--- config.mk ---
export PLATFORM = sky130hd
export DESIGN_NAME = lfu_cache_table_top
export DESIGN_NICKNAME = d
export VERILOG_FILES = /design/src/rtl/core/lfu_pkg.sv /design/src/rtl/core/lfu_ctrl.sv /design/src/rtl/core/lfu_dpath.sv /design/src/rtl/core/lfu_cache_table_top.sv
export SDC_FILE = /design/constraint.sdc
export NUM_CORES = 2
export LEC_CHECK = 0
export ABC_CLOCK_PERIOD_IN_PS = 14000
export BUFFER_PORTS_ARGS = -buffer_cell sky130_fd_sc_hd__buf_2
export CAP_MARGIN = 10
export CELL_PAD_IN_SITES_DETAIL_PLACEMENT = 1
export CELL_PAD_IN_SITES_GLOBAL_PLACEMENT = 1
export CORE_MARGIN = 2
export CORE_UTILIZATION = 45
export DETAILED_ROUTE_END_ITERATION = 6
export PLACE_DENSITY_LB_ADDON = 0.3
export SLEW_MARGIN = 20
export SYNTH_ARGS = -nofsm -noshare
export SYNTH_HDL_FRONTEND = slang
export SYNTH_HIERARCHICAL = 1
export SYNTH_SLANG_ARGS = --single-unit
--- constraint.sdc ---
create_clock -name clk -period 14 [get_ports clk]
set_clock_uncertainty 0.15 [all_clocks]
set_input_delay 0 -clock clk [delete_from_list [all_inputs] [get_ports clk]]
set_output_delay 0 -clock clk [all_outputs]
set_load 0.01 [all_outputs]
--- src/rtl/core/lfu_pkg.sv ---
// lfu_pkg: shared types and constants for the lfu cache table
// no dependencies; used by every module under rtl/core
package lfu_pkg;
	localparam int ENTRIES     = 16;
	localparam int COUNT_WIDTH = 16;
	localparam int IDX_W       = $clog2(ENTRIES);
	localparam int OCC_W       = $clog2(ENTRIES + 1);
	localparam int CAP_W       = 5;
	localparam logic [COUNT_WIDTH-1:0] COUNT_MAX = '1;

	localparam logic OP_GET = 1'b0;
	localparam logic OP_PUT = 1'b1;

	typedef struct packed {
		logic        opcode;
		logic [31:0] key;
		logic [31:0] value;
	} lfu_in_t;

	typedef struct packed {
		logic        hit;
		logic [31:0] read_value;
	} lfu_out_t;

	// controller to datapath
	typedef struct packed {
		logic load;      // latch request, clear scan
		logic scan;      // examine entry at scan index
		logic clr_scan;  // restart scan index
		logic evict;     // drop the victim
		logic touch;     // update matched entry
		logic insert;    // fill first free entry
		logic respond;   // drive result strobe
	} lfu_cmd_t;

	// datapath to controller
	typedef struct packed {
		logic scan_last;
		logic is_put;
		logic found;
		logic cap_zero;
		logic full;
		logic have_victim;
		logic have_free;
	} lfu_sts_t;
endpackage

--- src/rtl/core/lfu_ctrl.sv ---
// lfu_ctrl: sequencer for lookup, eviction and fill
// depends on lfu_pkg
module lfu_ctrl import lfu_pkg::*; (
	input  logic     clk,
	input  logic     arst_n,
	input  logic     start,
	output logic     busy,
	input  lfu_sts_t sts,
	output lfu_cmd_t cmd
);
	localparam logic [2:0] S_IDLE  = 3'd0;
	localparam logic [2:0] S_SCAN  = 3'd1;
	localparam logic [2:0] S_DEC   = 3'd2;
	localparam logic [2:0] S_EVICT = 3'd3;
	localparam logic [2:0] S_SCAN2 = 3'd4;
	localparam logic [2:0] S_FILL  = 3'd5;
	localparam logic [2:0] S_DONE  = 3'd6;

	logic [2:0] state_q, state_d;

	always_ff @(posedge clk or negedge arst_n) begin
		if (!arst_n) state_q <= S_IDLE;
		else state_q <= state_d;
	end

	always_comb begin
		state_d = state_q;
		cmd = '0;
		busy = (state_q != S_IDLE);
		case (state_q)
			S_IDLE: begin
				if (start) begin
					cmd.load = 1'b1;
					state_d = S_SCAN;
				end
			end
			S_SCAN: begin
				cmd.scan = 1'b1;
				if (sts.scan_last) state_d = S_DEC;
			end
			S_DEC: begin
				if (sts.found) begin
					if (!(sts.is_put && sts.cap_zero)) cmd.touch = 1'b1;
					state_d = S_DONE;
				end else if (!sts.is_put || sts.cap_zero) begin
					state_d = S_DONE;
				end else if (sts.full && sts.have_victim) begin
					state_d = S_EVICT;
				end else begin
					state_d = S_FILL;
				end
			end
			S_EVICT: begin
				cmd.evict = 1'b1;
				cmd.clr_scan = 1'b1;
				state_d = S_SCAN2;
			end
			S_SCAN2: begin
				// rescan to find the lowest free slot
				cmd.scan = 1'b1;
				if (sts.scan_last) state_d = S_FILL;
			end
			S_FILL: begin
				if (sts.have_free) cmd.insert = 1'b1;
				state_d = S_DONE;
			end
			S_DONE: begin
				cmd.respond = 1'b1;
				state_d = S_IDLE;
			end
			default: state_d = S_IDLE;
		endcase
	end
endmodule

--- src/rtl/core/lfu_dpath.sv ---
// lfu_dpath: entry storage, serial scan for match, victim and free slot
// depends on lfu_pkg
module lfu_dpath import lfu_pkg::*; (
	input  logic             clk,
	input  logic             arst_n,
	input  lfu_cmd_t         cmd,
	input  lfu_in_t          req,
	input  logic [CAP_W-1:0] capacity,
	output lfu_sts_t         sts,
	output logic             res_valid,
	output lfu_out_t         res
);
	logic [ENTRIES-1:0]     valid_q;
	logic [31:0]            key_q   [ENTRIES];
	logic [31:0]            data_q  [ENTRIES];
	logic [COUNT_WIDTH-1:0] cnt_q   [ENTRIES];
	logic [IDX_W-1:0]       rank_q  [ENTRIES];
	logic [OCC_W-1:0]       occ_q;

	lfu_in_t                req_q;
	logic [IDX_W-1:0]       idx_q;
	logic                   found_q, vic_ok_q, free_ok_q;
	logic [IDX_W-1:0]       match_q, vic_q, free_q;
	logic [31:0]            rdata_q;
	logic                   res_valid_q;
	lfu_out_t               res_q;

	logic [OCC_W-1:0] cap_eff;
	assign cap_eff = (capacity > CAP_W'(ENTRIES)) ? OCC_W'(ENTRIES) : OCC_W'(capacity);

	logic                   last;
	logic                   better;
	logic [COUNT_WIDTH-1:0] cur_cnt;
	logic [IDX_W-1:0]       cur_rank;
	assign last     = (idx_q == IDX_W'(ENTRIES - 1));
	assign cur_cnt  = cnt_q[idx_q];
	assign cur_rank = rank_q[idx_q];
	assign better   = !vic_ok_q || (cur_cnt < cnt_q[vic_q]) ||
	                  (cur_cnt == cnt_q[vic_q] && cur_rank > rank_q[vic_q]);

	assign sts.scan_last   = last;
	assign sts.is_put      = (req_q.opcode == OP_PUT);
	assign sts.found       = found_q;
	assign sts.cap_zero    = (cap_eff == '0);
	assign sts.full        = (occ_q >= cap_eff);
	assign sts.have_victim = vic_ok_q;
	assign sts.have_free   = free_ok_q;

	// scan bookkeeping
	always_ff @(posedge clk or negedge arst_n) begin
		if (!arst_n) begin
			idx_q     <= '0;
			found_q   <= 1'b0;
			vic_ok_q  <= 1'b0;
			free_ok_q <= 1'b0;
			match_q   <= '0;
			vic_q     <= '0;
			free_q    <= '0;
		end else if (cmd.load) begin
			idx_q     <= '0;
			found_q   <= 1'b0;
			vic_ok_q  <= 1'b0;
			free_ok_q <= 1'b0;
		end else if (cmd.clr_scan) begin
			idx_q     <= '0;
			free_ok_q <= 1'b0;
		end else if (cmd.scan) begin
			idx_q <= last ? '0 : idx_q + 1'b1;
			if (valid_q[idx_q]) begin
				if (key_q[idx_q] == req_q.key && !found_q) begin
					found_q <= 1'b1;
					match_q <= idx_q;
				end
				if (better) begin
					vic_ok_q <= 1'b1;
					vic_q    <= idx_q;
				end
			end else if (!free_ok_q) begin
				free_ok_q <= 1'b1;
				free_q    <= idx_q;
			end
		end
	end

	always_ff @(posedge clk) begin
		if (cmd.load) req_q <= req;
		if (cmd.scan && valid_q[idx_q] && key_q[idx_q] == req_q.key && !found_q)
			rdata_q <= data_q[idx_q];
	end

	// entry updates; rank shifts are checked on every valid lane in parallel
	always_ff @(posedge clk or negedge arst_n) begin
		if (!arst_n) begin
			valid_q <= '0;
			occ_q   <= '0;
		end else if (cmd.evict) begin
			valid_q[vic_q] <= 1'b0;
			if (occ_q != '0) occ_q <= occ_q - 1'b1;
		end else if (cmd.insert) begin
			valid_q[free_q] <= 1'b1;
			occ_q <= occ_q + 1'b1;
		end
	end

	always_ff @(posedge clk) begin
		for (int j = 0; j < ENTRIES; j++) begin
			if (cmd.evict && valid_q[j] && rank_q[j] > rank_q[vic_q])
				rank_q[j] <= rank_q[j] - 1'b1;
			if (cmd.touch && valid_q[j] && rank_q[j] < rank_q[match_q])
				rank_q[j] <= rank_q[j] + 1'b1;
			if (cmd.insert && valid_q[j])
				rank_q[j] <= rank_q[j] + 1'b1;
		end
		if (cmd.touch) begin
			rank_q[match_q] <= '0;
			if (cnt_q[match_q] != COUNT_MAX) cnt_q[match_q] <= cnt_q[match_q] + 1'b1;
			if (req_q.opcode == OP_PUT) data_q[match_q] <= req_q.value;
		end
		if (cmd.insert) begin
			key_q[free_q]  <= req_q.key;
			data_q[free_q] <= req_q.value;
			cnt_q[free_q]  <= COUNT_WIDTH'(1);
			rank_q[free_q] <= '0;
		end
	end

	always_ff @(posedge clk or negedge arst_n) begin
		if (!arst_n) res_valid_q <= 1'b0;
		else res_valid_q <= cmd.respond;
	end

	always_ff @(posedge clk) begin
		if (cmd.respond) begin
			res_q.hit        <= found_q;
			res_q.read_value <= (found_q && req_q.opcode == OP_GET) ? rdata_q : 32'd0;
		end
	end

	assign res_valid = res_valid_q;
	assign res       = res_q;
endmodule

--- src/rtl/core/lfu_cache_table_top.sv ---
// lfu_cache_table_top: 16-entry lfu cache, lru among equal counts
// a put that evicts rescans for the free slot; serial scan, one item at a time.
// result strobe lasts one cycle and cannot be held off by the receiver.
// reset empties the table and sets capacity to 16; no clearing pass.
// depends on lfu_pkg, lfu_ctrl, lfu_dpath
module lfu_cache_table_top import lfu_pkg::*; (
	input  logic             clk,
	input  logic             arst_n,
	input  logic             start,
	output logic             busy,
	input  lfu_in_t          req,
	output logic             done,
	output lfu_out_t         result,
	input  logic             cfg_valid,
	output logic             cfg_ready,
	input  logic [CAP_W-1:0] cfg_data
);
	lfu_cmd_t         cmd;
	lfu_sts_t         sts;
	logic [CAP_W-1:0] cap_q;

	assign cfg_ready = 1'b1;

	always_ff @(posedge clk or negedge arst_n) begin
		if (!arst_n) cap_q <= CAP_W'(16);
		else if (cfg_valid && cfg_ready) cap_q <= cfg_data;
	end

	lfu_ctrl u_ctrl (
		.clk(clk), .arst_n(arst_n), .start(start), .busy(busy), .sts(sts), .cmd(cmd)
	);

	lfu_dpath u_dpath (
		.clk(clk), .arst_n(arst_n), .cmd(cmd), .req(req), .capacity(cap_q),
		.sts(sts), .res_valid(done), .res(result)
	);
endmodule
**Word level (Yosys, flattened, before mapping)**

Memory sizes are Yosys's and may differ from the RTL's. A register that Yosys moved wholly into a read port is not among the register bits.
Index checks and enable logic that the tools add are counted.
W data, S select, Z words.

- $lt $le $gt $ge: 41
- Eq/ne operators: 16
- Multiplexer cells: 194
- Reduce and logical (&&, ||, !) cells: 118
- Bitwise gates (word level): 40
- $add $sub $neg: 36

Operators with widths:

| operator | count |
|---|---|
| $mux W4 | 40 |
| $mux W1 | 135 |
| $logic_and A1 B1 Y1 | 90 |
| $add A4 B1 Y4 const B | 17 |
| $gt A4 B4 Y1 | 17 |
| $lt A4 B4 Y1 | 16 |
| $sub A4 B1 Y4 const B | 16 |
| $mux W16 | 3 |
| $eq A32 B32 Y1 | 1 |
| $mux W32 | 1 |
| $or A1 B1 Y1 | 32 |
| $reduce_or A32 Y1 | 1 |
| $mux W5 | 4 |
| $mux W3 | 6 |
| $pmux W3 S6 | 1 |
| $add A16 B1 Y16 const B | 1 |
| $and A16 B16 Y16 | 1 |
| $eq A16 B16 Y1 | 1 |
| $lt A16 B16 Y1 | 1 |
| $ne A16 B16 Y1 const B | 1 |
| $not A16 Y16 | 1 |
| $or A16 B16 Y16 | 1 |
| $reduce_or A16 Y1 | 1 |
| $lt A4 B5 Y1 const B | 3 |
| other kinds (29) | 54 |

- Word-level logic and storage cells: 466
- Register bits: 147
- Input bits: 74
- Memories kept: 4
- RAM bits: 1344
- Output and inout port bits: 36

Memory list:

| memory | words | width | read ports | clocked after Yosys merged registers in | write ports | RTL line | source |
|---|---|---|---|---|---|---|---|
| u_dpath.data_q | 16 | 32 | 1 | 1 | 1 | lfu_dpath.sv:15 | `logic [31:0] data_q [ENTRIES];` |
| u_dpath.key_q | 16 | 32 | 1 | 0 | 1 | lfu_dpath.sv:14 | `logic [31:0] key_q [ENTRIES];` |
| u_dpath.cnt_q | 16 | 16 | 3 | 0 | 1 | lfu_dpath.sv:16 | `logic [COUNT_WIDTH-1:0] cnt_q [ENTRIES];` |
| u_dpath.rank_q | 16 | 4 | 19 | 0 | 17 | lfu_dpath.sv:17 | `logic [IDX_W-1:0] rank_q [ENTRIES];` |

**Depth between registers and ports, before layout**

- Word-level depth: 13
- Mapped depth: 20
- Gate-level depth less buffers: 14

**Hierarchy**

The synthesis kept the hierarchy.

By module, submodules not included:

| module | area each (um^2) | sequential area each (um^2) | instances | cells an instance |
|---|---|---|---|---|
| lfu_dpath | 69025.0 | 42085.4 | 1 | 4585 |
| lfu_ctrl | 289.0 | 75.1 | 1 | 32 |
| lfu_cache_table_top | 193.9 | 126.4 | 1 | 12 |

**Worst setup path after synthesis**

OpenSTA, ideal clock, no wires.

- Path kind: reg-to-reg
- From: reg u_dpath.idx_q[0]
- To: reg u_dpath.rdata_q[0] (read register of u_dpath.data_q) (enable)
- Clock period less this slack: 6.618 ns
- Setup time: 0.501 ns
- Arrival: 5.966 ns
- Data required time: 13.349 ns
- Buffers on the path: 3
- Cell stages (with the launch flop): 10
- Path slack: 7.382 ns
- Cell sequence: dfrtp_1 > clkbuf_1 > buf_2 > buf_2 > mux4_2 > mux4_2 > xnor2_1 > nand4_1 > or4_1 > nor4_1

- Cells in the longest elaborated chain, start to end: 5

Ends and longest elaborated chain:

| what | RTL line | source |
|---|---|---|
| start: declaration | lfu_dpath.sv:21 | `logic [IDX_W-1:0] idx_q;` |
| start signal: assignment | lfu_dpath.sv:68 | `idx_q <= last ? '0 : idx_q + 1'b1;` |
| parallel branches: the longest is 5 deep, another holds $mem_v2 Z16 W32 | n/a |  |
| end: declaration | lfu_dpath.sv:24 | `logic [31:0] rdata_q;` |

Several ways; the timed one is not identified. The select of a mux whose other input is x is not followed.
A chain may end at the register's enable or synchronous reset.

**Worst setup path after layout**

- From: reg u_dpath.idx_q[1]
- To: reg u_dpath.rdata_q[25] (read register of u_dpath.data_q) (enable)

The elaborated chain is that of the path after synthesis.

==> results_dict.tcl <==
set metrics [dict create \
    syn_to_final_growth_pct 14.2 \
    drc 0 \
    die_area_mm2 0.158 \
    path_delay_family "buffers and inverters" \
    rr_worst_depth 10 \
    critical_path_depth 10 \
    avgSynthCellArea_um2 15.0 \
    cp-end-kind "flip-flop" \
    clock_latency_ps 820 \
    nets 5099 \
    setup_viol 0 \
    io_pins 110 \
    critPathLaunch "u_dpath/idx_q[1]$_DFFE_PN0P_" \
    seq_area_frac_synth_pct 60.8 \
    hold_depth 4 \
    drt-initial-drc-count 4072 \
    ir_worst_vdd_uv 162 \
    synth_cell_types 76 \
    post-route-min-period_ps 6800 \
    fin_crit_sh_pct 48.6 \
    core_area_mm2 0.154 \
    rsz0062_at_grt "no" \
    dr.pass1.iters 6 \
    path_clk_slew_ps 60 \
    critPathKind "flip-flop to flip-flop" \
    path_max_fanout 58 \
    report.power.total_mw 14.8 \
    postCtsSetupBuffers 0 \
    grt_pass1_wl_mm 315 \
    synth-seq-cells 1523 \
    worst-path-buf-inv 4 \
    crit_path_frequent_cell "buf_4" \
    netlist_instances 4629 \
    grt-ovfl-total 0 \
    num_rows 144 \
    startpoint_type "flip-flop" \
    hold_viol 0 \
    vias 44320 \
    grt_usage_pct 27.3 \
    grt_pass1_vias 46316 \
    fin_util_pct 51.6 \
    dp_hpwl_mm 116 \
    worstHoldPathType "input pin to flip-flop" \
    cts-htree-levels 4 \
    cts_tree "done" \
    timing.rr.start "u_dpath/idx_q[1]$_DFFE_PN0P_" \
    ant_nets 0 \
    drive_gt1_share_pct 20.6 \
    synth_fp_nets 4879 \
    yosysWarnings 6 \
    fill_cells 14649 \
    power.leakage_nw 27.6 \
    viasPerCell 6.31 \
    port_buffers 108 \
    status "completed" \
    cts_buffers 161 \
    fmax_mhz 147 \
    slew_headroom_pct 16.6 \
    grt_start_max_net_pins 123 \
    min_from "start" \
    die_h_um 397 \
    async_flop_share_pct 3.22 \
    p_per_area_mw_per_mm2 187 \
    clock_path_buffers 3 \
    tightest_slew_ps 1250 \
    worstPathCellList "buf_4 -> buf_4 -> buf_4 -> mux4_2 -> mux4_2 -> xnor2_1 -> nand4_1 -> or4_1 -> nor4_2 -> buf_4" \
    ys.flop_type "edfxtp_1" \
    clock_sinks 1523 \
    drt-total-wl_mm 215 \
    max_stage_delay_ps 820 \
    regArea_mm2 0.0423 \
    synth-edff-count 1154 \
    start_util_pct 45.2 \
    synth_area_mm2 0.0695 \
    multi_input_area_mm2 0.0258 \
    wl_per_cell_um 30.6 \
    die_x_um 397 \
    antenna_found_initial 2 \
    critPathArrivalTime_ps 7070 \
    drv_slew 0 \
    cap_viol_max_count 0 \
    critPathRequiredTime_ps 14280 \
    tns_ps 0 \
    gp_congestion 0.839 \
    root_buffer "clkbuf_16" \
    critPathSlowestCell "buf_4" \
]
-- flip-flops by register name (all words and copies together) (netlist names) --
signal             count
u_ctrl/state_q         3
u_dpath/req_q         64
cap_q                  5
u_dpath/valid_q       16
u_dpath/res           33
u_dpath/data_q       512
u_dpath/occ_q          5
u_dpath/key_q        512
u_dpath/free_ok_q      1
u_dpath/sts            1
u_dpath/found_q        1
u_dpath/rank_q        64
u_dpath/vic_ok_q       1
u_dpath/idx_q          4
u_dpath/match_q        4
u_dpath/free_q         4
u_dpath/res_valid      1
u_dpath/vic_q          4
u_dpath/rdata_q       32
u_dpath/cnt_q        256
-- timing repair --
item	4_1_cts	5_1_grt
hold buffers	150	0
endpoints found under the hold margin	147	0
gates resized for setup	0	0
-- kinds of logic after synthesis --
kind of cell / Yosys count / synth area share [%]
buf+inv: 403 / 2.53
simple gates: 965 / 6.20
xor+xnor: 87 / 1.14
flops: 1523 / 60.8
mux: 744 / 18.8
other cells: 1 / 0.00540
compound gates: 730 / 7.34
fa+ha+maj: 176 / 3.19
-- area by class of cell --
cell class                 instances  area share [%]
sequential                      1523            53.3
multi-input combinational       2703            32.5
clock buffer                     198            5.34
timing repair buffer             352            3.54
tap                             2044            3.22
clock inverter                    96            1.56
inverter                         108           0.517
antenna                            3         0.00946
-- worst paths after layout --
kind	to	slack (ps)
max	u_dpath/rdata_q[25]$_DFFE_PP_	7200
min	u_dpath/req_q[50]$_DFFE_PP_	110
max reg2reg	u_dpath/rdata_q[25]$_DFFE_PP_	7200
min reg2reg	u_dpath/cnt_q[6][1]$_SDFFE_PP0P_	340
max in group asynchronous	u_dpath/vic_q[1]$_DFFE_PN0P_	12780
min in group asynchronous	u_dpath/occ_q[1]$_DFFE_PN0P_	300
-- metrics by stage --
stage / hold WS [ps] / setup slack [ps] / std cells / area, µm²
CTS: 190 / 7290 / 7022 / 79300
detailed placement: 21.9 / 7310 / 6578 / 72300
global placement: 20.9 / 7330 / 6578 / 72300
global route: 119 / 6880 / 7024 / 79300
floorplan: -446 / 7380 / 4629 / 69500
finish: 109 / 7200 / 7027 / 79300
-- worst reg2reg max path, stage by stage (launching register included) --
cell	delay [ps]
dfrtp_4	780
buf_4	830
buf_4	590
buf_4	580
mux4_2	440
mux4_2	500
xnor2_1	180
nand4_1	270
or4_1	680
nor4_2	680
buf_4	640
-- report_power, final --
group	total (mW)	internal, mW	switching (mW)
combinational	4.68	2.07	2.61
clock	4.39	2.50	1.89
sequential	5.75	5.21	0.538
-- cells in the mapped netlist, types with 37 or more instances --
cell type	n	share of area, %
a21oi_1	76	0.55
a221oi_1	113	1.4
o21ai_0	237	1.7
dfrtp_1	48	1.7
nor2_1	463	2.5
o21a_1	40	0.43
and2_1	37	0.33
clkbuf_1	150	0.81
edfxtp_1	1154	50
buf_1	42	0.23
a22oi_1	50	0.54
a211oi_1	57	0.62
xnor2_1	59	0.74
mux2i_1	283	4.1
ha_1	174	3.1
nor3_1	57	0.41
inv_1	89	0.48
nand3_1	65	0.47
dfxtp_1	320	9.2
nand2_1	204	1.1
mux4_2	445	14
buf_2	72	0.52
-- layout by cell type (no fill, tap or decap), drive strengths merged, types with 9 or more instances in the layout --
cell | synthesis | final
a211oi | 81 | 81
a21boi | 16 | 16
a21oi | 76 | 76
a221oi | 113 | 113
a22oi | 50 | 50
and2 | 38 | 38
and3 | 22 | 22
buf | 145 | 202
bufinv | 0 | 17
clkbuf | 150 | 198
clkinv | 18 | 69
clkinvlp | 0 | 9
dfrtp | 48 | 48
dfxtp | 320 | 320
dlygate4sd3 | 0 | 150
edfxtp | 1154 | 1154
ha | 174 | 174
inv | 90 | 109
mux2 | 16 | 16
mux2i | 283 | 283
mux4 | 445 | 445
nand2 | 204 | 204
nand2b | 15 | 15
nand3 | 65 | 65
nand4 | 26 | 26
nor2 | 467 | 467
nor2b | 32 | 32
nor3 | 57 | 57
o2111ai | 32 | 32
o211ai | 39 | 39
o21a | 40 | 40
o21ai | 238 | 238
or4 | 17 | 17
xnor2 | 60 | 60
xor2 | 27 | 27
-- routing by layer --
metal  track usage [%]  vias up  share of wire (%)
met5                 0        -             0.0061
met4              11.2        2                4.2
met3              4.21      509                6.9
met2              45.7     1870                 49
met1              35.5    23291                 39
li1                  -    18648                  -
No activity file was read; power rests on OpenSTA's default activity.
